--- src/hdl/mfir_pkg.sv ---
`timescale 1ns / 1ps
`default_nettype none

package mfir_pkg;

    // Default sizes for the top-level parameters
    localparam int DEF_MAX_TAPS     = 256;
    localparam int DEF_MAX_CHANNELS = 8;

    // Transaction field widths
    localparam int CHAN_W   = 3;
    localparam int TIDX_W   = 8;
    localparam int SAMPLE_W = 16;
    localparam int COEF_W   = 24;
    localparam int OUT_W    = 34;
    localparam int PROD_W   = SAMPLE_W + COEF_W;

    // Config port
    localparam int CFG_IDX_W  = 2;
    localparam int CFG_DATA_W = 9;
    localparam logic [CFG_IDX_W-1:0] CFG_TAP_COUNT     = 2'd0;
    localparam logic [CFG_IDX_W-1:0] CFG_CHANNEL_COUNT = 2'd1;
    localparam logic [8:0] RST_TAP_COUNT     = 9'd16;
    localparam logic [3:0] RST_CHANNEL_COUNT = 4'd1;
    localparam int MIN_TAPS = 2;

    // Item kinds
    localparam logic KIND_SAMPLE = 1'b0;
    localparam logic KIND_COEF   = 1'b1;

    // Fixed-point rounding: Q1.15 x Q10.14 back to Q1.15 scale
    localparam int RND_SHIFT = 14;
    localparam int RND_BIAS  = 1 << (RND_SHIFT - 1);
    localparam longint OUT_MAX = (64'sd1 <<< (OUT_W - 1)) - 64'sd1;
    localparam longint OUT_MIN = -OUT_MAX - 64'sd1;

    typedef logic [CHAN_W-1:0]          t_chan;
    typedef logic [TIDX_W-1:0]          t_tap_idx;
    typedef logic signed [SAMPLE_W-1:0] t_sample;
    typedef logic signed [COEF_W-1:0]   t_coef;
    typedef logic signed [OUT_W-1:0]    t_filt;

    // Read-stage outputs of the sequencer toward the MAC
    typedef struct packed {
        logic                       vld;
        logic                       first;
        logic                       last;
        logic [CHAN_W-1:0]          channel;
        logic signed [SAMPLE_W-1:0] sample;
        logic signed [COEF_W-1:0]   coef;
    } t_mac_in;

endpackage

`default_nettype wire

--- src/hdl/mfir_if.sv ---
`timescale 1ns / 1ps
`default_nettype none


// Result channel
interface mfir_out_if import mfir_pkg::*; ();
    logic  valid;
    logic  ready;
    t_chan out_channel;
    t_filt filtered;

    modport source (output valid, out_channel, filtered, input ready);
    modport sink   (input valid, out_channel, filtered, output ready);
endinterface


`default_nettype wire

--- src/hdl/mfir_mac.sv ---
`timescale 1ns / 1ps
`default_nettype none

module mfir_mac import mfir_pkg::*; #(
    parameter int MAX_TAPS = DEF_MAX_TAPS
) (
    input  wire logic   i_clk,
    input  wire logic   i_rst_n,
    input  t_mac_in     i_mac,
    output logic        o_busy,
    mfir_out_if.source  o_out
);

    localparam int ACC_W = PROD_W + $clog2(MAX_TAPS);
    localparam int RW    = ACC_W + 1;
    localparam logic signed [RW-1:0] SAT_HI = RW'(OUT_MAX);
    localparam logic signed [RW-1:0] SAT_LO = RW'(OUT_MIN);

    logic signed [PROD_W-1:0] r_prod;
    logic                     r_mul_vld;
    logic                     r_mul_first;
    logic                     r_mul_last;
    t_chan                    r_mul_ch;
    logic signed [ACC_W-1:0]  r_acc;
    t_chan                    r_acc_ch;
    logic                     r_pend;
    logic                     r_out_vld;
    t_chan                    r_out_ch;
    t_filt                    r_out_filt;

    logic signed [RW-1:0]     sum_rnd;
    logic signed [RW-1:0]     rnd;
    t_filt                    sat;
    logic                     out_free;

    // Multiply stage
    always_ff @(posedge i_clk) begin
        if (!i_rst_n) begin
            r_mul_vld <= 1'b0;
        end else begin
            r_mul_vld <= i_mac.vld;
        end
        r_prod      <= $signed(i_mac.sample) * $signed(i_mac.coef);
        r_mul_first <= i_mac.first;
        r_mul_last  <= i_mac.last;
        r_mul_ch    <= i_mac.channel;
    end

    // Accumulate stage; first term restarts the sum
    always_ff @(posedge i_clk) begin
        if (r_mul_vld) begin
            r_acc <= (r_mul_first ? '0 : r_acc) + ACC_W'(r_prod);
        end
        if (r_mul_vld && r_mul_last) begin
            r_acc_ch <= r_mul_ch;
        end
    end

    // Round half up, shift, saturate
    assign sum_rnd = RW'(r_acc) + RW'(RND_BIAS);
    assign rnd     = sum_rnd >>> RND_SHIFT;

    always_comb begin
        if (rnd > SAT_HI) begin
            sat = OUT_W'(SAT_HI);
        end else if (rnd < SAT_LO) begin
            sat = OUT_W'(SAT_LO);
        end else begin
            sat = OUT_W'(rnd);
        end
    end

    assign out_free = !r_out_vld || o_out.ready;

    // Finished sum waits here until the output register frees up
    always_ff @(posedge i_clk) begin
        if (!i_rst_n) begin
            r_pend <= 1'b0;
        end else if (r_mul_vld && r_mul_last) begin
            r_pend <= 1'b1;
        end else if (out_free) begin
            r_pend <= 1'b0;
        end
    end

    // Output register
    always_ff @(posedge i_clk) begin
        if (!i_rst_n) begin
            r_out_vld <= 1'b0;
        end else if (r_pend && out_free) begin
            r_out_vld <= 1'b1;
        end else if (o_out.ready) begin
            r_out_vld <= 1'b0;
        end
        if (r_pend && out_free) begin
            r_out_ch   <= r_acc_ch;
            r_out_filt <= sat;
        end
    end

    assign o_busy            = r_mul_vld || r_pend;
    assign o_out.valid       = r_out_vld;
    assign o_out.out_channel = r_out_ch;
    assign o_out.filtered    = r_out_filt;

endmodule

`default_nettype wire

--- src/flat_wrapper.sv ---
// flat-port wrapper written by rule: the top's interface ports become plain ports
module mfir_mac_flat import mfir_pkg::*;
#(
    parameter int MAX_TAPS = DEF_MAX_TAPS
)
  (i_clk, i_rst_n, i_mac, o_busy, o_out_valid, o_out_out_channel, o_out_filtered, o_out_ready);
  mfir_out_if o_out_i ();
  input  wire logic i_clk;
  input  wire logic i_rst_n;
  input  t_mac_in i_mac;
  output logic o_busy;
  output wire logic [$bits(o_out_i.valid)-1:0] o_out_valid;
  output wire logic [$bits(o_out_i.out_channel)-1:0] o_out_out_channel;
  output wire logic [$bits(o_out_i.filtered)-1:0] o_out_filtered;
  input wire logic [$bits(o_out_i.ready)-1:0] o_out_ready;
  assign o_out_valid = o_out_i.valid;
  assign o_out_out_channel = o_out_i.out_channel;
  assign o_out_filtered = o_out_i.filtered;
  assign o_out_i.ready = o_out_ready;
  mfir_mac #(.MAX_TAPS(MAX_TAPS)) u_core (.i_clk(i_clk), .i_rst_n(i_rst_n), .i_mac(i_mac), .o_busy(o_busy), .o_out(o_out_i));
endmodule
--- config.mk ---
export PLATFORM = sky130hd
export DESIGN_NAME = mfir_mac_flat
export DESIGN_NICKNAME = d
export VERILOG_FILES = /design/src/hdl/mfir_pkg.sv /design/src/hdl/mfir_if.sv /design/src/hdl/mfir_mac.sv /design/src/flat_wrapper.sv
export SDC_FILE = /design/constraint.sdc
export NUM_CORES = 1
export LEC_CHECK = 0
export ABC_AREA = 1
export BUFFER_PORTS_ARGS = -buffer_cell sky130_fd_sc_hd__buf_4
export CAP_MARGIN = 20
export CORE_MARGIN = 1.5
export CORE_UTILIZATION = 55
export CTS_CLUSTER_DIAMETER = 50
export DETAILED_ROUTE_END_ITERATION = 12
export PLACE_DENSITY = 0.71
export SLEW_MARGIN = 20
export SYNTH_ARGS = -nofsm -noshare
export SYNTH_HDL_FRONTEND = slang
export SYNTH_SLANG_ARGS = --single-unit
--- constraint.sdc ---
create_clock -name i_clk -period 7.4 [get_ports i_clk]
set_input_delay 0.74 -clock i_clk [delete_from_list [all_inputs] [get_ports i_clk]]
set_output_delay 0.74 -clock i_clk [all_outputs]
set_load 0.02 [all_outputs]
Word level (Yosys, flattened, before mapping)
Cells that the tools add are included.
{"block": "word_totals", "regBits": 136, "latch_bits": 0, "mem_bits_rw": 0, "rom_bits": 0, "inputBits": 49, "out_inout_bits": 39, "wordCells": 29, "n_memories": 0}
{"block": "classes", "add_sub_neg": 2, "n_mul": 1, "n_div": 0, "magnitude_cmp": 2, "eq_ne": 0, "shift": 0, "muxes": 6, "bitwise": 0, "n_reduce_logical": 7}
{"operator": "$add A48 B15 Y49 const B", "count": 1}
{"operator": "$add A48 B48 Y48", "count": 1}
{"operator": "$mux W48", "count": 1}
{"operator": "$mul A16 B24 Y40", "count": 1}
{"operator": "$gt A35 B34 Y1 const B", "count": 1}
{"operator": "$lt A35 B34 Y1 const B", "count": 1}
{"operator": "$mux W34", "count": 1}
{"operator": "$mux W1", "count": 4}
{"operator": "$reduce_bool A2 Y1", "count": 2}
{"operator": "$logic_and A1 B1 Y1", "count": 2}
{"operator": "$logic_or A1 B1 Y1", "count": 2}
{"operator": "$logic_not A1 Y1", "count": 1}

Depth between registers and ports, before layout
Gate-level depths: netlist of the first run.
{"block": "depth", "depth_word": 4, "mapped_depth": 29, "mapped_depth_nobuf": 27}

Worst setup path before layout of the first run
No wires, ideal clock.
{"block": "synth_timing", "path_type": "input to register", "from": "input port i_mac[8] (netlist bit)", "to": "register u_core.r_prod[33]", "setup_ps": 112, "arrival_ps": 5785, "path_slack_ps": 1503, "cell_stages": 24, "path_buffers": 2, "cell_sequence": "clkbuf_1 -> clkbuf_1 -> nand2_1 -> fa_1 -> inv_1 -> fa_1 -> inv_1 -> fa_1 -> inv_1 -> fa_1 -> fa_1 -> inv_1 -> fa_1 -> inv_1 -> ha_1 -> nand2_1 -> inv_1 -> nand2_1 -> nor3_1 -> nand2_1 -> o211ai_1 -> nand2_1 -> nand3_1 -> nand2_1"}
{"block": "synth_between", "elab_chain_len": 1}
{"item": "start, declared", "line": "flat_wrapper.sv:10", "rtl": "input t_mac_in i_mac;"}
{"item": "$mul A16 B24 Y40", "line": "mfir_mac.sv:43", "rtl": "r_prod <= $signed(i_mac.sample) * $signed(i_mac.coef);"}
{"item": "end signal, assigned", "line": "mfir_mac.sv:43"}
{"item": "end, declared", "line": "mfir_mac.sv:19", "rtl": "logic signed [PROD_W-1:0] r_prod;"}
No other way between the ends.
A chain may end at the register's enable or synchronous reset.

Worst setup path in the final report of the first run
{"block": "layout_timing", "from": "input port i_mac[39] (netlist bit)", "to": "register u_core.r_prod[25]"}
Same word-level chain as after synthesis.

==> qor.txt, run 1 <==
Clock slew at reported path FFs = 0.07 ns
TritonCTS Buffers = 17
DP Cell Count = 4100
Setup crit end kind = flip-flop
Hold slack = 0.403 ns
Post-layout nets = 4098
Max-Cap Viols = 0
Crit share post-route = 85.4%
Cell variety after synth = 35
Post-synth net total = 4072
Fin crit period = 6.32 ns
Final WL = 64.0 mm
Worst Path Required = 7.75 ns
Hold Buf Count CTS = 0
Worst Path Max Fanout = 25
Initial Util = 55.9%
TritonCTS Sinks = 136
Root buf cell = clkbuf_16
Hold crit path type = in -> reg
Post_cts resized = 0
Syn Inst Count = 3502
ANT cells = 0
DP HPWL = 55.1 mm
Final Skew = 0.0164 ns
Netlist area before placement = 0.0247 mm²
Ys flop type = edfxtp_1
Clock Latency Late Sink = 0.44 ns
Fillers = 4241
Row cnt = 77
Max Buffers Root-to-Sink = 2
Die span in x = 215 µm
Post-route insts no fill = 4133
First-pass GRT wire length = 107 mm
IO Pins = 88
Area of the core = 0.0442 mm²
Vias = 20.6k
DR iter-0 viols = 1516
Area Growth Syn to Fin = 6.70%
Layout cells sized above 1 = 5.31%
Detail Route Antenna Nets = 0
Max Freq = 0.158 GHz
Final setup fails = 0
RSZ-0062 raised after global routing = false
CTS tree = yes
CTS H-Tree Depth = 4
Routed WL per cell = 15.5 µm
Critical Path Source Type = primary input
Gpl congestion = 0.983
Most common cell after layout, fill and taps aside = nand2_1
Fin. max-slew vios = 0
Worst-margin pin slew = 1.01 ns
#FFs+latches synth = 136
Portion of the post-synthesis area used by sequential elements = 14.6%
EDFF count, synth = 88
Total track usage = 29.4%
GRT Residual Overflow = 0
Async SR Flop Fraction = 0%
Die height = 215 µm
DRC = 0
Synth Area per Inst = 7.05 µm²
Status = complete, no violations
Vias in the first global route = 21.3k
Crit Path Class = in -> reg
Most frequent cells in the layout = 1134 x nand2_1, 1000 x inv_1, 375 x fa_1
Pin count of the biggest net entering global routing = 50
Synthesis Warnings = 0
Final WS setup = 1.08 ns
Die area = 0.0462 mm²
Initial antenna violation count = 0
Data arrival, critical path = 6.67 ns
Via-to-Cell Ratio = 4.98
First-pass DRT Iterations = 6
Max-slew headroom = 32.6%
Hold Vio Cnt, Final = 0
Input/output buffers = 87
Pre-CTS WS = 0.675 ns
Post-CTS Setup Repair Bufs = 0
Final TNS setup = 0 ns
routing by layer:
layer,share of wire [%],up-vias,GRT usage [%]
li1,-,10068,-
met1,44,9744,40.7
met2,46,673,48.5
met3,7.2,102,3.77
met4,2.7,0,8.22
met5,0,-,0
state kept, by name, summed over array words and instances, names as in the netlist:
| name | count |
|---|---|
| u_core.r_prod | 40 |
| u_core.o_out.out_channel | 3 |
| u_core.r_mul_last | 1 |
| u_core.r_acc | 48 |
| u_core.o_out.valid | 1 |
| u_core.r_acc_ch | 3 |
| u_core.r_pend | 1 |
| u_core.r_mul_first | 1 |
| u_core.o_out.filtered | 34 |
| u_core.r_mul_ch | 3 |
| u_core.r_mul_vld | 1 |
critical path, cell delays in order:
cell and delay [ns]:
buf_4 0.10, inv_1 0.72, nor2_1 0.15, fa_1 0.55
fa_1 0.52, fa_1 0.52, fa_1 0.52, fa_1 0.55
inv_1 0.05, fa_1 0.52, inv_1 0.04, ha_1 0.36
nand2_1 0.13, nor2_1 0.17, inv_1 0.12, nor3_1 0.34
nand3_1 0.14, nand3_1 0.18, xor2_1 0.23
layout make-up:
type	count	area [µm²]	area share, %
sequential	136	3600	13.7
clock inverter	14	149	0.565
clock buffer	18	429	1.63
tap	592	741	2.81
inverter	1005	3770	14.3
multi-input combinational	2278	17000	64.4
timing repair buffer	90	688	2.61
cells in the mapped netlist, types with 7 or more instances:
library cell / number / area share [%]
inv_1: 1000 / 15
nand4_1: 26 / 0.66
ha_1: 146 / 7.4
a21oi_1: 56 / 1.1
o21bai_1: 11 / 0.33
nor3_1: 33 / 0.67
nand2_2: 37 / 0.94
or2_2: 7 / 0.18
fa_1: 375 / 30
nand2_1: 1134 / 17
xor2_1: 73 / 2.6
clkbuf_1: 79 / 1.2
nor2_1: 230 / 3.5
edfxtp_1: 88 / 11
dfxtp_1: 48 / 3.9
nand3_1: 109 / 2.2
final timing paths:
kind / endpoint / start / slack [ns] / cells past startpoint
hold / removal: u_core.r_mul_last / i_mac[43] / 0.40 / 1
setup reg to reg: u_core.r_acc[32] / u_core.r_mul_first / 4.04 / 15
setup / recovery: u_core.r_prod[25] / i_mac[39] / 1.08 / 19
hold reg to reg: u_core.r_acc_ch[0] / u_core.r_mul_ch[0] / 0.41 / 0
cell families after synthesis:
logic type | Yosys count | synth area share [%]
fa+ha+maj | 521 | 37.8
compound gates | 83 | 1.91
flops | 136 | 14.6
simple gates | 1598 | 26.3
buf+inv | 1088 | 16.7
xor+xnor | 76 | 2.70
stage by stage:
stage / instance area, µm² / utilization [%]
after floorplan: 24700 / -
after global placement: 25800 / 58.2
after detailed placement: 25800 / 58.2
after CTS: 26300 / 59.5
after global routing: 26400 / 59.6
final: 26400 / 59.6
Power of run 1 is not shown: default switching activity piles up to over one toggle a cycle in this logic, so the estimate is an artifact.
==> run 2: changes to the inputs <==
--- a/config.mk
+++ b/config.mk
@@ -13,6 +13,7 @@
 export CTS_CLUSTER_DIAMETER = 50
 export DETAILED_ROUTE_END_ITERATION = 12
 export PLACE_DENSITY = 0.71
+export SKIP_LAST_GASP = 1
 export SLEW_MARGIN = 20
 export SYNTH_ARGS = -nofsm -noshare
 export SYNTH_HDL_FRONTEND = slang
==> constraint.sdc (replaced) <==
create_clock -name i_clk -period 6.3 [get_ports i_clk]
set_input_delay 0.63 -clock i_clk [delete_from_list [all_inputs] [get_ports i_clk]]
set_output_delay 0.63 -clock i_clk [all_outputs]
set_load 0.02 [all_outputs]
==> run 2 against run 1 <==
Net effect:
- first-iteration DRC count rose by 5.8%
- via count decreased by 0.31%
- design area up 0.49%
- highest routed layer unchanged
==> qor.txt, run 2 (synthesis gave the netlist of run 1 again) <==
Fin. max-slew vios = 0 (unchanged)
GRT Residual Overflow = 0 (unchanged)
Input/output buffers = 87 (unchanged)
Data arrival, critical path = 6.01 ns (was 6.67 ns)
Final Util = 59.9% (was 59.6%)
Critical Path Source Type = primary input (unchanged)
Initial Util = 55.9% (unchanged)
CTS tree = yes (unchanged)
Post_cts resized = 0 (unchanged)
IO Pins = 88 (unchanged)
Max-Cap Viols = 0 (unchanged)
Max Buffers Root-to-Sink = 2 (unchanged)
TritonCTS Buffers = 17 (unchanged)
Via-to-Cell Ratio = 4.95 (was 4.98)
Worst Path Required = 6.64 ns (was 7.75 ns)
Pin count of the biggest net entering global routing = 50 (unchanged)
Most common cell after layout, fill and taps aside = nand2_1 (unchanged)
Final Skew = 0.0229 ns (was 0.0164 ns)
Fillers = 4296 (was 4241)
Final TNS setup = 0 ns (unchanged)
Worst Path Max Fanout = 15 (was 25)
Hold Vio Cnt, Final = 0 (unchanged)
ANT cells = 0 (unchanged)
Hold Buf Count CTS = 0 (unchanged)
Total track usage = 28.9% (was 29.4%)
Setup crit end kind = flip-flop (unchanged)
Final WL = 63.0 mm (was 64.0 mm)
Most frequent cells in the layout = 1134 x nand2_1, 1000 x inv_1, 375 x fa_1 (unchanged)
Die height = 215 µm (unchanged)
Area of the core = 0.0442 mm² (unchanged)
Fin crit period = 5.67 ns
Vias = 20.5k (was 20.6k)
CTS H-Tree Depth = 4 (unchanged)
Layout cells sized above 1 = 5.82% (was 5.31%)
Final setup fails = 0 (unchanged)
Detail Route Antenna Nets = 0 (unchanged)
Status = complete, no violations (unchanged)
Worst-margin pin slew = 0.969 ns (was 1.01 ns)
Gpl congestion = 1.01 (was 0.983)
Routed WL per cell = 15.2 µm (was 15.5 µm)
Register name with the most flops = u_core.r_acc (unchanged)
RSZ-0062 raised after global routing = false (unchanged)
Row cnt = 77 (unchanged)
Vias in the first global route = 20.9k (was 21.3k)
Die span in x = 215 µm (unchanged)
DRC = 0 (unchanged)
Max Freq = 0.176 GHz
Initial antenna violation count = 0 (unchanged)
Root buf cell = clkbuf_16 (unchanged)
Post-CTS Setup Repair Bufs = 0 (unchanged)
DR iter-0 viols = 1604 (was 1516)
Max FFs per register = 48 (unchanged)
Area Growth Syn to Fin = 7.22% (was 6.70%)
Post-layout nets = 4115 (was 4098)
First-pass GRT wire length = 106 mm (was 107 mm)
Crit Path Class = in -> reg (unchanged)
DP HPWL = 54.0 mm (was 55.1 mm)
Crit share post-route = 90.0%
Max-slew headroom = 35.2% (was 32.6%)
Die area = 0.0462 mm² (unchanged)
Clock slew at reported path FFs = 0.08 ns (was 0.07 ns)
Clock Latency Late Sink = 0.44 ns (about the same)
Hold crit path type = in -> reg (unchanged)
First-pass DRT Iterations = 7 (was 6)
TritonCTS Sinks = 136 (unchanged)
## run 2: changes by cell type in the layout (fill, tap and decap cells not counted), moves of 2 or more
| cell | previous run | this run |
|---|---|---|
| inv_8 | 0 | 4 |
| inv_6 | 2 | 4 |
| bufinv_16 | 2 | 0 |
| clkinv_2 | 2 | 0 |
| buf_4 | 89 | 105 |
## run 2: path summary, 6_finish.rpt
kind,from,end,slack (ns),depth (start not counted)
worst max-delay path,i_mac[39],u_core.r_prod[34],0.63,23
worst min-delay path,i_mac[40],u_core.r_mul_ch[0],0.29,1
worst max register to register,u_core.r_mul_first,u_core.r_acc[32],2.92,16
worst min register to register,u_core.r_mul_ch[0],u_core.r_acc_ch[0],0.41,0
## run 2: layout make-up
type	count	area [µm²]	share of cell area, %
clock inverter	14	128	0.482
timing repair buffer	107	828	3.13
inverter	1005	3770	14.2
multi-input combinational	2278	17000	64.1
tap	592	741	2.80
sequential	136	3600	13.6
clock buffer	18	439	1.66
## run 2: through the flow
step                      hold slack (ns)  area, µm²  std cells  setup WS, ns
after floorplan                     0.386      24700       3502         0.513
after global placement              0.387      25900       4118         0.253
after detailed placement            0.397      25900       4118         0.211
after CTS                           0.279      26500       4150         0.657
after global routing                0.276      26500       4150         0.265
final                               0.286      26500       4150         0.633
## run 2: worst max-delay path, cell delays in order
cell and delay [ns]:
buf_4 0.07, inv_1 0.09, buf_12 0.17, or2_2 0.29
fa_1 0.51, fa_1 0.55, inv_1 0.05, fa_1 0.50
fa_1 0.51, fa_1 0.54, inv_1 0.05, fa_1 0.52
inv_1 0.04, ha_1 0.35, nand2_1 0.06, inv_1 0.09
nand2_1 0.12, nor3_1 0.29, nand2_1 0.09, nand2_1 0.18
nand3_1 0.13, nand3_1 0.09, nand2_1 0.05
## run 2: layer usage
metal	vias up	wire [µm]	global-route usage, %
met4	0	1470	7.25
met2	696	28700	47.7
li1	10114	-	-
met1	9617	28200	40.4
met3	96	4690	3.78
met5	-	0	0
Power of run 2 is left out for the same reason.
==> run 3: changes to the inputs <==
--- a/config.mk
+++ b/config.mk
@@ -8,11 +8,13 @@
 export ABC_AREA = 1
 export BUFFER_PORTS_ARGS = -buffer_cell sky130_fd_sc_hd__buf_4
 export CAP_MARGIN = 20
-export CORE_MARGIN = 1.5
-export CORE_UTILIZATION = 55
+export CELL_PAD_IN_SITES_DETAIL_PLACEMENT = 0
+export CELL_PAD_IN_SITES_GLOBAL_PLACEMENT = 1
+export CORE_MARGIN = 1
+export CORE_UTILIZATION = 48
 export CTS_CLUSTER_DIAMETER = 50
 export DETAILED_ROUTE_END_ITERATION = 12
-export PLACE_DENSITY = 0.71
+export PLACE_DENSITY = 0.83
 export SKIP_LAST_GASP = 1
 export SLEW_MARGIN = 20
 export SYNTH_ARGS = -nofsm -noshare
==> run 3 against run 2 <==
Net effect:
- sequential share of layout area fell by 0.12 points
- hold slack got worse by 0.0085 ns
- critical path type unchanged
- non-clock buffer count rose by 15
- core utilization fell by 7.0 points
- register-to-register slack got worse by 0.13 ns
- clock skew fell by 0.010 ns
- setup slack got worse by 0.34 ns
- fmax fell by 5.6%
- highest routed layer unchanged
- die area rose by 13%
- sequential cell count did not move
==> qor.txt, run 3 (synthesis gave the netlist of run 1 again) <==
CTS tree = yes (unchanged)
Die height = 229 µm (was 215 µm)
Worst-margin pin slew = 1.01 ns (was 0.969 ns)
Die area = 0.0524 mm² (was 0.0462 mm²)
Fillers = 5151 (was 4296)
Crit Path Class = in -> reg (unchanged)
Row cnt = 82 (was 77)
Max FFs per register = 48 (unchanged)
Status = complete, no violations (unchanged)
RSZ-0062 raised after global routing = false (unchanged)
Post-layout nets = 4130 (was 4115)
Fin crit period = 6.01 ns (was 5.67 ns)
TritonCTS Buffers = 17 (unchanged)
TritonCTS Sinks = 136 (unchanged)
Input/output buffers = 87 (unchanged)
Register name with the most flops = u_core.r_acc (unchanged)
DR iter-0 viols = 1250 (was 1604)
Hold Buf Count CTS = 0 (unchanged)
Post_cts resized = 0 (unchanged)
Crit-path max cell delay = 0.54 ns (was 0.55 ns)
First-pass GRT wire length = 114 mm (was 106 mm)
Critical Path Source Type = primary input (unchanged)
First-pass DRT Iterations = 5 (was 7)
Post-CTS Setup Repair Bufs = 0 (unchanged)
Initial Util = 48.9% (was 55.9%)
Gpl congestion = 0.963 (was 1.01)
Worst Path Max Fanout = 15 (unchanged)
Total track usage = 28.0% (was 28.9%)
Hold crit path type = in -> reg (unchanged)
Crit share post-route = 95.3% (was 90.0%)
Most common cell after layout, fill and taps aside = nand2_1 (unchanged)
Post-layout instance area = 0.0267 mm² (was 0.0265 mm²)
Layout cells sized above 1 = 6.21% (was 5.82%)
Worst Path Required = 6.66 ns (was 6.64 ns)
Placed Area = 0.0261 mm² (was 0.0259 mm²)
Detail Route Antenna Nets = 0 (unchanged)
ANT cells = 0 (unchanged)
Die span in x = 229 µm (was 215 µm)
Hold Vio Cnt, Final = 0 (unchanged)
Area Growth Syn to Fin = 8.15% (was 7.22%)
Area of the core = 0.0505 mm² (was 0.0442 mm²)
CTS H-Tree Depth = 4 (unchanged)
Root buf cell = clkbuf_16 (unchanged)
Clock Latency Late Sink = 0.45 ns (was 0.44 ns)
Max Freq = 0.167 GHz (was 0.176 GHz)
Max Buffers Root-to-Sink = 2 (unchanged)
Data arrival, critical path = 6.36 ns (was 6.01 ns)
Most frequent cells in the layout = 1134 x nand2_1, 1000 x inv_1, 375 x fa_1 (unchanged)
Final WL = 70.1 mm (was 63.0 mm)
Max-slew headroom = 32.8% (was 35.2%)
Final Skew = 0.0125 ns (was 0.0229 ns)
Final Util = 52.9% (was 59.9%)
GRT Residual Overflow = 0 (unchanged)
Vias in the first global route = 21.9k (was 20.9k)
IO Pins = 88 (unchanged)
Final setup fails = 0 (unchanged)
Initial antenna violation count = 0 (unchanged)
Clock slew at reported path FFs = 0.07 ns (was 0.08 ns)
Vias = 20.7k (was 20.5k)
Fin. max-slew vios = 0 (unchanged)
DRC = 0 (unchanged)
Via-to-Cell Ratio = 4.88 (was 4.95)
Pin count of the biggest net entering global routing = 50 (unchanged)
Setup crit end kind = flip-flop (unchanged)
Max-Cap Viols = 0 (unchanged)
Most Frequent Cell on Critical Path = fa_1 (unchanged)
CP cell instances = buf_4 -> inv_1 -> buf_4 -> nor2_1 -> fa_1 -> fa_1 -> fa_1 -> fa_1 -> fa_1 -> inv_1 -> fa_1 -> inv_1 -> ha_1 -> nand2_1 -> nor2_1 -> inv_1 -> nor2_1 -> nand3_1 -> nand3b_1 -> xor2_1 (was buf_4 -> inv_1 -> buf_12 -> or2_2 -> fa_1 -> fa_1 -> inv_1 -> fa_1 -> fa_1 -> fa_1 -> inv_1 -> fa_1 -> inv_1 -> ha_1 -> nand2_1 -> inv_1 -> nand2_1 -> nor3_1 -> nand2_1 -> nand2_1 -> nand3_1 -> nand3_1 -> nand2_1)
Slowest cell on the critical path = fa_1 (unchanged)
DP HPWL = 60.3 mm (was 54.0 mm)
Routed WL per cell = 16.5 µm (was 15.2 µm)
run 3: stage by stage:
stage / std cells / hold slack (ns) / TNS [ns] / worst slack, ns
6_report: 4245 / 0.277 / 0 / 0.294
5_1_grt: 4245 / 0.262 / 0 / 0.0967
4_1_cts: 4245 / 0.264 / 0 / 0.320
3_5_place_dp: 4213 / 0.392 / -0.307 / -0.149
3_3_place_gp: 4213 / 0.388 / -0.424 / -0.219
2_1_floorplan: 3502 / 0.386 / 0 / 0.513
run 3: final timing paths:
kind,to,slack (ns),from,depth (start not counted)
worst min-delay path,u_core.r_mul_first,0.28,i_mac[44],1
worst max-delay path,u_core.r_prod[27],0.29,i_mac[39],20
worst max register to register,u_core.r_acc[35],2.79,u_core.r_mul_first,10
worst min register to register,u_core.r_acc_ch[1],0.41,u_core.r_mul_ch[1],0
run 3: worst max-delay path, delay by kind of cell:
kind / cells / cell delay, ns
buf+inv: 6 / 1.06
fa+ha+maj: 7 / 3.48
simple gates: 6 / 0.96
xor+xnor: 1 / 0.21
run 3: area by class of cell:
type / instances / area (µm²) / share of cell area [%]
clock buffers: 19 / 464 / 1.74
clock inverters: 13 / 133 / 0.497
inverters: 1005 / 3770 / 14.1
multi-input cells: 2278 / 17000 / 63.5
flip-flops and latches: 136 / 3600 / 13.5
well taps: 672 / 841 / 3.15
repair buffers: 122 / 928 / 3.48
run 3: metal layers:
layer  GRT usage [%]  vias up  wire (µm)
met3            2.88      107       2810
met1            35.2     9960      30300
met2            49.6      486      34500
met4            10.3        0       2450
met5               0        -          0
li1                -    10152          -
Power of run 3 is left out for the same reason.
